==> config.mk <==
export PLATFORM = sky130hd
export DESIGN_NAME = ir_pulse_distance_frame_decoder_core
export DESIGN_NICKNAME = d
export VERILOG_FILES = /design/src/sv/irpd_pkg.sv /design/src/sv/irpd_sample_queue.sv /design/src/sv/irpd_decode.sv /design/src/sv/ir_pulse_distance_frame_decoder_core.sv
export SDC_FILE = /design/constraint.sdc
export NUM_CORES = 1
export LEC_CHECK = 0
export BUFFER_PORTS_ARGS = -buffer_cell sky130_fd_sc_hd__buf_2
export CORE_UTILIZATION = 40
export DETAILED_ROUTE_END_ITERATION = 16
export GPL_ROUTABILITY_DRIVEN = 0
export PLACE_DENSITY = 0.57
export SYNTH_ARGS = -nofsm -noshare
export SYNTH_HDL_FRONTEND = slang
export SYNTH_SLANG_ARGS = --single-unit
==> constraint.sdc <==
create_clock -name clk_i -period 6 [get_ports clk_i]
set_input_delay 1.2 -clock clk_i [delete_from_list [all_inputs] [get_ports clk_i]]
set_output_delay 1.2 -clock clk_i [all_outputs]
set_load 0.05 [all_outputs]
==> src/sv/irpd_pkg.sv <==
// ----------------------------------------------------------------------------
// IR pulse-distance decoder package
// Shared types, register indexes, status codes and reset values.
// ----------------------------------------------------------------------------
package irpd_pkg;

  localparam int unsigned CntW      = 16;
  localparam int unsigned FrameW    = 32;
  localparam int unsigned BitIdxW   = 5;
  localparam int unsigned CfgIdxW   = 3;
  localparam int unsigned FifoDepth = 2;

  localparam logic [CntW-1:0] LeaderMinRst = 16'd6248;
  localparam logic [CntW-1:0] LeaderMaxRst = 16'd11060;
  localparam logic [CntW-1:0] SpaceMinRst  = 16'd3124;
  localparam logic [CntW-1:0] SpaceMaxRst  = 16'd6248;
  localparam logic [CntW-1:0] OneMinRst    = 16'd1041;
  localparam logic [CntW-1:0] OneMaxRst    = 16'd1823;

  typedef enum logic [CfgIdxW-1:0] {
    REG_LEADER_MIN = 3'd0,
    REG_LEADER_MAX = 3'd1,
    REG_SPACE_MIN  = 3'd2,
    REG_SPACE_MAX  = 3'd3,
    REG_ONE_MIN    = 3'd4,
    REG_ONE_MAX    = 3'd5
  } irpd_reg_e;

  typedef enum logic [1:0] {
    ST_OK     = 2'd0,
    ST_LEADER = 2'd1,
    ST_SPACE  = 2'd2,
    ST_COMPL  = 2'd3
  } irpd_status_e;

  typedef enum logic [2:0] {
    PH_IDLE   = 3'd0,
    PH_LEADER = 3'd1,
    PH_SPACE  = 3'd2,
    PH_MARK   = 3'd3,
    PH_HIGH   = 3'd4
  } irpd_phase_e;

  typedef struct packed {
    logic [CntW-1:0] leader_min;
    logic [CntW-1:0] leader_max;
    logic [CntW-1:0] space_min;
    logic [CntW-1:0] space_max;
    logic [CntW-1:0] one_min;
    logic [CntW-1:0] one_max;
  } irpd_cfg_t;

  // strict window test: lo < v < hi
  function automatic logic in_window(logic [CntW-1:0] v, logic [CntW-1:0] lo,
                                     logic [CntW-1:0] hi);
    return (v > lo) && (v < hi);
  endfunction

  function automatic logic [CntW-1:0] sat_inc(logic [CntW-1:0] v);
    return (v == {CntW{1'b1}}) ? v : v + 1'b1;
  endfunction

endpackage

==> src/sv/irpd_sample_queue.sv <==
// ----------------------------------------------------------------------------
// IR pulse-distance decoder sample queue
// Front end: accepts line samples and buffers them for the decode engine.
// ----------------------------------------------------------------------------
module irpd_sample_queue #(
  parameter int unsigned Depth = irpd_pkg::FifoDepth
) (
  input  logic clk_i,
  input  logic rst_ni,
  input  logic in_valid_i,
  output logic in_stall_o,
  input  logic ir_level_i,
  output logic q_valid_o,
  output logic q_level_o,
  input  logic q_pop_i
);
  import irpd_pkg::*;

  localparam int unsigned PtrW = (Depth > 1) ? $clog2(Depth) : 1;
  localparam int unsigned CntQW = $clog2(Depth + 1);
  localparam logic [PtrW-1:0] LastPtr = PtrW'(Depth - 1);
  localparam logic [CntQW-1:0] FullCnt = CntQW'(Depth);

  logic [Depth-1:0] mem_q;
  logic [PtrW-1:0]  wr_ptr_q, wr_ptr_d, rd_ptr_q, rd_ptr_d;
  logic [CntQW-1:0] cnt_q, cnt_d;
  logic             push, pop;

  assign in_stall_o = (cnt_q == FullCnt);
  assign push       = in_valid_i && !in_stall_o;
  assign pop        = q_pop_i && (cnt_q != '0);
  assign q_valid_o  = (cnt_q != '0);
  assign q_level_o  = mem_q[rd_ptr_q];

  always_comb begin
    wr_ptr_d = wr_ptr_q;
    rd_ptr_d = rd_ptr_q;
    cnt_d    = cnt_q;
    if (push) begin
      wr_ptr_d = (wr_ptr_q == LastPtr) ? '0 : wr_ptr_q + 1'b1;
    end
    if (pop) begin
      rd_ptr_d = (rd_ptr_q == LastPtr) ? '0 : rd_ptr_q + 1'b1;
    end
    if (push && !pop) begin
      cnt_d = cnt_q + 1'b1;
    end else if (pop && !push) begin
      cnt_d = cnt_q - 1'b1;
    end
  end

  always_ff @(posedge clk_i or negedge rst_ni) begin
    if (!rst_ni) begin
      wr_ptr_q <= '0;
      rd_ptr_q <= '0;
      cnt_q    <= '0;
    end else begin
      wr_ptr_q <= wr_ptr_d;
      rd_ptr_q <= rd_ptr_d;
      cnt_q    <= cnt_d;
    end
  end

  always_ff @(posedge clk_i) begin
    if (push) begin
      mem_q[wr_ptr_q] <= ir_level_i;
    end
  end

endmodule

==> src/sv/irpd_decode.sv <==
// ----------------------------------------------------------------------------
// IR pulse-distance decoder engine
// Back end: times leader, space and data bits; holds the result word.
// ----------------------------------------------------------------------------
module irpd_decode (
  input  logic                   clk_i,
  input  logic                   rst_ni,
  input  irpd_pkg::irpd_cfg_t    cfg_i,
  input  logic                   q_valid_i,
  input  logic                   q_level_i,
  output logic                   q_pop_o,
  output logic                   out_valid_o,
  input  logic                   out_stall_i,
  output logic [irpd_pkg::FrameW-1:0] frame_o,
  output irpd_pkg::irpd_status_e status_o
);
  import irpd_pkg::*;

  irpd_phase_e        phase_q, phase_d;
  logic [CntW-1:0]    tick_q, tick_d;
  logic [BitIdxW-1:0] bit_q, bit_d;
  logic [FrameW-1:0]  shift_q, shift_d, shift_nxt;
  logic               step, emit;
  logic [FrameW-1:0]  emit_frame;
  irpd_status_e       emit_status;

  logic               out_valid_q;
  logic [FrameW-1:0]  out_frame_q;
  irpd_status_e       out_status_q;

  // advance one sample whenever the result slot is free or draining
  assign step    = q_valid_i && (!out_valid_q || !out_stall_i);
  assign q_pop_o = step;

  always_comb begin
    phase_d     = phase_q;
    tick_d      = tick_q;
    bit_d       = bit_q;
    shift_d     = shift_q;
    emit        = 1'b0;
    emit_frame  = '0;
    emit_status = ST_OK;
    shift_nxt   = shift_q;
    if (step) begin
      case (phase_q)
        PH_LEADER: begin
          if (!q_level_i) begin
            tick_d = sat_inc(tick_q);
          end else if (!in_window(tick_q, cfg_i.leader_min, cfg_i.leader_max)) begin
            phase_d     = PH_IDLE;
            tick_d      = '0;
            emit        = 1'b1;
            emit_status = ST_LEADER;
          end else begin
            phase_d = PH_SPACE;
            tick_d  = CntW'(1);
          end
        end
        PH_SPACE: begin
          if (q_level_i) begin
            tick_d = sat_inc(tick_q);
          end else if (!in_window(tick_q, cfg_i.space_min, cfg_i.space_max)) begin
            phase_d     = PH_IDLE;
            tick_d      = '0;
            emit        = 1'b1;
            emit_status = ST_SPACE;
          end else begin
            phase_d = PH_MARK;
            bit_d   = '0;
            shift_d = '0;
          end
        end
        PH_MARK: begin
          if (q_level_i) begin
            phase_d = PH_HIGH;
            tick_d  = CntW'(1);
          end
        end
        PH_HIGH: begin
          if (q_level_i) begin
            tick_d = sat_inc(tick_q);
          end else begin
            if (in_window(tick_q, cfg_i.one_min, cfg_i.one_max)) begin
              shift_nxt = shift_q | (FrameW'(1) << bit_q);
            end
            shift_d = shift_nxt;
            if (bit_q == {BitIdxW{1'b1}}) begin
              phase_d    = PH_IDLE;
              tick_d     = '0;
              bit_d      = '0;
              emit       = 1'b1;
              emit_frame = shift_nxt;
              // byte-wise complement check on address and command
              emit_status = ((shift_nxt[7:0] == ~shift_nxt[15:8]) &&
                             (shift_nxt[23:16] == ~shift_nxt[31:24])) ? ST_OK : ST_COMPL;
            end else begin
              bit_d   = bit_q + 1'b1;
              phase_d = PH_MARK;
            end
          end
        end
        default: begin
          phase_d = PH_IDLE;
          if (!q_level_i) begin
            phase_d = PH_LEADER;
            tick_d  = CntW'(1);
          end
        end
      endcase
    end
  end

  always_ff @(posedge clk_i or negedge rst_ni) begin
    if (!rst_ni) begin
      phase_q     <= PH_IDLE;
      tick_q      <= '0;
      bit_q       <= '0;
      shift_q     <= '0;
      out_valid_q <= 1'b0;
    end else begin
      phase_q <= phase_d;
      tick_q  <= tick_d;
      bit_q   <= bit_d;
      shift_q <= shift_d;
      if (step && emit) begin
        out_valid_q <= 1'b1;
      end else if (!out_stall_i) begin
        out_valid_q <= 1'b0;
      end
    end
  end

  always_ff @(posedge clk_i) begin
    if (step && emit) begin
      out_frame_q  <= emit_frame;
      out_status_q <= emit_status;
    end
  end

  assign out_valid_o = out_valid_q;
  assign frame_o     = out_frame_q;
  assign status_o    = out_status_q;

  a_emit_loads: assert property (@(posedge clk_i) disable iff (!rst_ni)
    step && emit |=> out_valid_q)
    else $error("result lost on emit");

  a_bad_frame_zero: assert property (@(posedge clk_i) disable iff (!rst_ni)
    out_valid_q && (out_status_q == ST_LEADER || out_status_q == ST_SPACE)
      |-> out_frame_q == '0)
    else $error("timing failure result carries data");

  a_tick_live: assert property (@(posedge clk_i) disable iff (!rst_ni)
    (phase_q == PH_LEADER || phase_q == PH_SPACE || phase_q == PH_HIGH)
      |-> tick_q != '0)
    else $error("tick count zero while timing");

  a_no_step_blocked: assert property (@(posedge clk_i) disable iff (!rst_ni)
    out_valid_q && out_stall_i |-> !q_pop_o)
    else $error("sample consumed while result slot blocked");

endmodule

==> src/sv/ir_pulse_distance_frame_decoder_core.sv <==
// ----------------------------------------------------------------------------
// IR pulse-distance frame decoder core
// Decodes pulse-distance remote frames from one sampled line level per word.
// ----------------------------------------------------------------------------
// Accepts one line sample every clock cycle unless stalled. Samples enter a
// short queue (FifoDepth words); the engine consumes one per cycle unless the
// output stalls. A frame result (address, inverted address, command, inverted
// command, status) is loaded into the output register as the engine consumes
// the sample that ends it. Input stalls only when the queue fills, which only
// happens while a result sits stalled at the output. Timing windows are strict
// and are to be written through the config port while idle (not enforced).
module ir_pulse_distance_frame_decoder_core #(
  parameter int unsigned FifoDepth = irpd_pkg::FifoDepth
) (
  input  logic                        clk_i,
  input  logic                        rst_ni,
  input  logic                        cfg_we_i,
  input  logic [irpd_pkg::CfgIdxW-1:0] cfg_idx_i,
  input  logic [irpd_pkg::CntW-1:0]   cfg_data_i,
  input  logic                        in_valid_i,
  output logic                        in_stall_o,
  input  logic                        ir_level_i,
  output logic                        out_valid_o,
  input  logic                        out_stall_i,
  output logic [7:0]                  address_o,
  output logic [7:0]                  address_inv_o,
  output logic [7:0]                  command_o,
  output logic [7:0]                  command_inv_o,
  output logic [1:0]                  status_o
);
  import irpd_pkg::*;

  irpd_cfg_t         cfg_q;
  logic              q_valid, q_level, q_pop;
  logic [FrameW-1:0] frame;
  irpd_status_e      status;

  always_ff @(posedge clk_i or negedge rst_ni) begin
    if (!rst_ni) begin
      cfg_q.leader_min <= LeaderMinRst;
      cfg_q.leader_max <= LeaderMaxRst;
      cfg_q.space_min  <= SpaceMinRst;
      cfg_q.space_max  <= SpaceMaxRst;
      cfg_q.one_min    <= OneMinRst;
      cfg_q.one_max    <= OneMaxRst;
    end else if (cfg_we_i) begin
      case (cfg_idx_i)
        REG_LEADER_MIN: cfg_q.leader_min <= cfg_data_i;
        REG_LEADER_MAX: cfg_q.leader_max <= cfg_data_i;
        REG_SPACE_MIN:  cfg_q.space_min  <= cfg_data_i;
        REG_SPACE_MAX:  cfg_q.space_max  <= cfg_data_i;
        REG_ONE_MIN:    cfg_q.one_min    <= cfg_data_i;
        REG_ONE_MAX:    cfg_q.one_max    <= cfg_data_i;
        default: ;
      endcase
    end
  end

  irpd_sample_queue #(
    .Depth (FifoDepth)
  ) u_queue (
    .clk_i      (clk_i),
    .rst_ni     (rst_ni),
    .in_valid_i (in_valid_i),
    .in_stall_o (in_stall_o),
    .ir_level_i (ir_level_i),
    .q_valid_o  (q_valid),
    .q_level_o  (q_level),
    .q_pop_i    (q_pop)
  );

  irpd_decode u_decode (
    .clk_i       (clk_i),
    .rst_ni      (rst_ni),
    .cfg_i       (cfg_q),
    .q_valid_i   (q_valid),
    .q_level_i   (q_level),
    .q_pop_o     (q_pop),
    .out_valid_o (out_valid_o),
    .out_stall_i (out_stall_i),
    .frame_o     (frame),
    .status_o    (status)
  );

  assign address_o     = frame[7:0];
  assign address_inv_o = frame[15:8];
  assign command_o     = frame[23:16];
  assign command_inv_o = frame[31:24];
  assign status_o      = status;

endmodule
Yosys cells after proc, flatten, opt, wreduce, memory -nomap -nowiden
Cells that the tools add are included.
{ "totals": {"regBits": 193, "in_bits": 25, "out_inout_bits": 36, "word_cells": 152} }
{ "classes": {"addsub": 6, "n_lt_le_gt_ge": 9, "eq_ne": 23, "shift": 1, "mux": 59, "n_bitwise": 6, "reduce_logical": 31} }
{ "op_table": {"columns": ["cell", "count"], "rows": [
  ["$mux 32", 7],
  ["$mux 16", 8],
  ["$pmux 16 s4", 1],
  ["$pmux 32 s2", 1],
  ["$gt 16x16->1", 3],
  ["$lt 16x16->1", 3],
  ["$or 32x32->32", 1],
  ["$shl 1x5->32 const A", 1],
  ["$mux 2", 11],
  ["$mux 5", 4],
  ["$mux 1", 17],
  ["$add 16x1->16 const B", 1],
  ["$eq 16x16->1 const B", 1],
  ["$eq 8x8->1", 2],
  ["$not 8->8", 2],
  ["$reduce_and 5->1", 3],
  ["$eq 3x2->1 const B", 4],
  ["$mux 3", 4],
  ["$pmux 3 s4", 1],
  ["$reduce_and 2->1", 6],
  ["$logic_and 1x1->1", 11],
  ["$pmux 5 s2", 1],
  ["$eq 3x3->1 const B", 3],
  ["$ne 2x1->1 const B", 4],
  ["23 further kinds", 35]
]} }

Longest topological paths before layout
{ "depth": {"depth_word": 13, "ltp_mapped": 13, "depth_no_buf": 11} }

By module
From an unflattened synthesis, not the netlist that was laid out.
{ "unflattened": {"hier_cells": 1089, "hier_area_um2": 11419.7} }
{ "by_module_without_submodules": {"columns": ["mod", "n_inst", "cells_per_inst", "area_each_um2", "seq_area_each_um2"], "rows": [
  ["irpd_decode", 1, 859, 7420.9, 2447.3],
  ["ir_pulse_distance_frame_decoder_core", 1, 208, 3719.8, 2443.6],
  ["irpd_sample_queue", 1, 22, 279.0, 160.2]
]} }

Least setup slack after synthesis
No wires, ideal clock.
{ "synth_path": {"kind": "register to register", "startpoint": "reg cfg_q[86] in the netlist's numbering", "endpoint": "reg u_decode.out_frame_q[0], in the netlist u_decode.frame_o[0] (enable)", "setup_ns": 0.438, "t_arrival_ns": 3.885, "required_ns": 5.562, "path_slack_ns": 1.677, "stages_incl_launch_ff": 11, "path_buffers": 0, "period_less_slack_ns": 4.323, "path_cell_list": "dfstp_2 inv_1 ha_1 a21o_1 a21o_1 a21oi_1 nand2_1 a221oi_1 a211oi_1 or4_1 a21oi_1"} }
{ "synth_via": {"elab_chain_len": 7} }
{ "synth_lines": {"columns": ["element", "line_no", "text"], "rows": [
  ["from (decl)", "ir_pulse_distance_frame_decoder_core.sv:33", "irpd_cfg_t cfg_q;"],
  ["$gt 16x16->1", "irpd_pkg.sv:56", "return (v > lo) && (v < hi);"],
  ["$logic_and 1x1->1", "irpd_pkg.sv:56", null],
  ["$mux 1", "irpd_decode.sv:49", "end else if (!in_window(tick_q, cfg_i.leader_min, cfg_i.leader_max)) begin"],
  ["$mux 1", "irpd_decode.sv:47", "if (!q_level_i) begin"],
  ["$pmux 1 s3", "irpd_decode.sv:45", "case (phase_q)"],
  ["$mux 1", "irpd_decode.sv:44", "if (step) begin"],
  ["$logic_and 1x1->1", "irpd_decode.sv:134", "if (step && emit) begin"],
  ["to (signal assigned)", "irpd_decode.sv:135", "out_frame_q <= emit_frame;"],
  ["to (decl)", "irpd_decode.sv:28", "logic [FrameW-1:0] out_frame_q;"]
]} }
No other way between the ends.
A chain may end at the register's enable or synchronous reset.

Worst setup path after layout
{ "layout_path": {"startpoint": "reg u_decode.tick_q[6]", "endpoint": "reg u_decode.out_frame_q[24], in the netlist u_decode.frame_o[24] (enable)"} }
{ "layout_via": {"elab_chain_len": 7, "word_cells_on_any_way": 13} }
{ "layout_lines": {"columns": ["element", "line_no", "text"], "rows": [
  ["from (decl)", "irpd_decode.sv:20", "logic [CntW-1:0] tick_q, tick_d;"],
  ["from (signal assigned)", "irpd_decode.sv:122", "tick_q <= tick_d;"],
  ["$gt 16x16->1 / $lt 16x16->1 (equally long branches)", "irpd_pkg.sv:56", null],
  ["$logic_and 1x1->1", "irpd_pkg.sv:56", null],
  ["$mux 1, on equally long branches", "irpd_decode.sv:62, irpd_decode.sv:49", null],
  ["$mux 1, on equally long branches", "irpd_decode.sv:60, irpd_decode.sv:47", null],
  ["$pmux 1 s3 (*)", "irpd_decode.sv:45", null],
  ["$mux 1 (*)", "irpd_decode.sv:44", null],
  ["$logic_and 1x1->1 (*)", "irpd_decode.sv:134", null]
]} }
Mark *: on every way between the ends. The rest lies on a longest branch, timed or not.

==> key figures <==
Status
  – Status: completed

Synth
  – Syn Inst Count: roughly 1200
  – Ys Warns: 0
  – #FFs+latches synth: slightly below 200
  – Primary FF master, synth: dfrtp_1
  – Area leader, netlist: dfrtp_1
  – Register area share after synthesis: between 40 and 50%
  – Most common cell in the synthesized netlist: dfrtp_1
  – Top cells by count, synth: dfrtp_1, a21oi_1, nor2_1
  – Async SR Flop Fraction: roughly four fifths
  – Synth Cell Area: roughly 0.011 sq mm
  – Distinct cell type count after synthesis: between 70 and 80
  – Area share of the largest cell type after synthesis: 28.22%
  – Post-synth EDFFs: 36
  – Ranking of synthesized cells by area: dfrtp_1, ha_1, edfxtp_1
  – Average cell area after synthesis: roughly 9.6 sq um
  – Syn Nets: 1278

Global routing
  – Antenna violations before repair: 0
  – First-pass GRT wire length: between 40000 and 50000 um
  – Global-route usage over all layers: between 20% and 30%
  – Vias in the first global route: 8149
  – Total grt overflow: 0
  – Largest net degree at the start of global routing: a little over 100

Route
  – Final antenna-violating net count: 0
  – Wire length per cell: around 18 um
  – Vias: around 8500
  – Drt initial violations: 561
  – DR pass1 iterations: 5
  – DR vias/cell: approximately 5.5
  – Routed WL: approximately 28000 um
  – DRC Markers: 0

Floorplan
  – FP Rows: 60
  – Die height: between 150 and 200 um
  – Initial core utilization: 40.79%
  – Num ports: slightly above 60
  – DIE AREA: ~0.028 sq mm
  – DIE WIDTH: ~170 um
  – Core area: 0.02695 sq mm

Timing
  – Max Clock Skew: about 0.018 ns
  – Setup TNS: 0 ns
  – Max Clock Freq: roughly 0.24 GHz
  – Relative slew slack: between 20% and 30%
  – Final worst-path cycle share: 68.90%
  – Final hold vios: 0
  – Fin crit period: about 4.1 ns
  – Max Slew Vio Count: 0
  – Worst Tran Pin Value: 1.123 ns
  – RSZ-0062 raised after global routing: no
  – Hold_ws: approximately 0.5 ns
  – Final setup viols: 0

Power and ir drop
  – Maximum vdd ir drop: around 0.00014 V
  – LEAKAGE: around 5.6 nW
  – Power density over the cells: between 300 and 400 mW/mm^2

CTS
  – H-tree depth: 4
  – Root Buffer: clkbuf_16
  – Post-CTS Setup Bufs: 0
  – Num CTS Buffers: 17
  – Clock Sinks: around 190
  – Hold_buf cts: 0
  – Worst-path clk slew: ~0.080 ns
  – CTS resizes: 0
  – CTS tree: built
  – Clk Latency, worst-skew pair: 0.45 ns
  – Longest Clk Path Bufs: 2

Final layout
  – Final core utilization: 45.45%
  – ANT cells: 0
  – Nets: 1319
  – Area growth, synth to finish: 11.41%
  – Fillers: 2602
  – Share of cells above drive strength 1: between 10% and 20%
  – Area occupied by multi-input gates: 0.005379 sq mm
  – Seq. cell area: around 0.0051 sq mm
  – Post-route cell area: roughly 0.012 sq mm
  – Final std cells w/o fill: 1546

Setup path
  – Startpoint Class: register
  – Crit Path Max Fanout: 35
  – CP Capture Type: register
  – Crit path DAT: between 4 and 5 ns
  – WS Path Type: reg -> reg
  – Req. time, crit path: 6.06 ns

Place
  – Detailed Place HPWL: approximately 20000 um
  – Dpl cells: between 1500 and 2000
  – PortBufs: 60
  – Placed cell areas: roughly 0.012 sq mm

Hold path
  – Tightest Hold Check Type: reg -> reg

Run
  – Max Cap Viol: 0
[cells in the final DEF, fill, tap and decap left out, types with 10 or more instances in the layout]
cell,count
buf_4,11
mux2_2,40
nand2_1,102
a21o_1,24
clkbuf_16,17
buf_2,59
or3_1,11
nor2b_1,10
dfrtp_1,124
o21ai_0,89
nor2_1,107
edfxtp_1,36
dfstp_2,33
nor3_1,16
nand3_1,18
a21oi_1,107
nand4_1,21
inv_1,101
and2_1,11
ha_1,102
[power breakdown]
part / internal, mW / switching, mW
Clock: 0.569 / 0.603
Combinational: 0.461 / 0.950
Sequential: 1.62 / 0.178
[routing by layer]
metal | track usage [%] | share of wire, % | vias to the layer above
met5 | 0 | 0 | -
met4 | 7.499 | 2.4 | 0
met3 | 3.126 | 3.9 | 42
met2 | 32.17 | 46 | 195
met1 | 28.47 | 48 | 4128
li1 | - | - | 4174
[sequential cells by signal, indices dropped and copies added (netlist names), 3 cells and up]
signal	cells
u_decode.tick_q	16
cfg_q	96
u_decode.bit_q	5
u_decode.phase_q	3
u_decode.shift_q	32
u_decode.frame_o	32
[stage by stage]
stage / setup WS, ns / total power [mW]
2_1_floorplan: 1.677 / 2.830
3_3_place_gp: 1.982 / 3.222
3_5_place_dp: 1.913 / 3.240
4_1_cts: 1.868 / 4.420
5_1_grt: 1.697 / 4.663
6_report: 1.866 / 4.384
[worst max-delay path, cell delays in order (launching register included)]
cell,delay [ns]
dfrtp_1,0.59
ha_1,0.34
a21o_1,0.18
a21o_1,0.18
a21oi_1,0.13
nand2_1,0.11
a221oi_1,0.45
a211oi_1,0.26
or4_1,0.57
a21oi_4,0.90
[final cells by class]
| class | instances | area share (%) |
|---|---|---|
| Timing Repair Buffer | 71 | 3.177 |
| Sequential cell | 193 | 41.24 |
| Clock inverter | 15 | 1.563 |
| Tap cell | 341 | 3.483 |
| Clock buffer | 17 | 3.473 |
| Multi-Input combinational cell | 806 | 43.91 |
| Inverter | 103 | 3.156 |
[cells by family (layout without fill, tap and decap cells)]
family | after synthesis | count (layout) | synth area share, %
buffers and inverters | 152 | 206 | 5.406
and+or+nand+nor | 341 | 341 | 14.66
xor gates and xnor gates | 7 | 7 | 0.5577
muxes | 49 | 49 | 4.985
adders and majority gates | 102 | 102 | 11.61
DFF | 193 | 193 | 45.94
AOI/OAI and AO/OA | 307 | 307 | 16.84
[path summary, 6_finish.rpt]
path	slack, ns	to	from	cells past startpoint
max in group asynchronous	3.86	u_decode.tick_q[0]$_DFFE_PN0P_	rst_ni	2
min in group asynchronous	0.84	cfg_q[70]$_DFFE_PN0P_	rst_ni	1
min	0.49	u_queue.wr_ptr_q$_DFFE_PN0P_	u_queue.wr_ptr_q$_DFFE_PN0P_	1
max	1.87	u_decode.frame_o[24]$_SDFFCE_PP0P_	u_decode.tick_q[6]$_DFFE_PN0P_	9
min reg2reg	0.49	u_queue.wr_ptr_q$_DFFE_PN0P_	u_queue.wr_ptr_q$_DFFE_PN0P_	1
max reg2reg	1.87	u_decode.frame_o[24]$_SDFFCE_PP0P_	u_decode.tick_q[6]$_DFFE_PN0P_	9
Note: power is estimated with default switching activity, not from simulation.
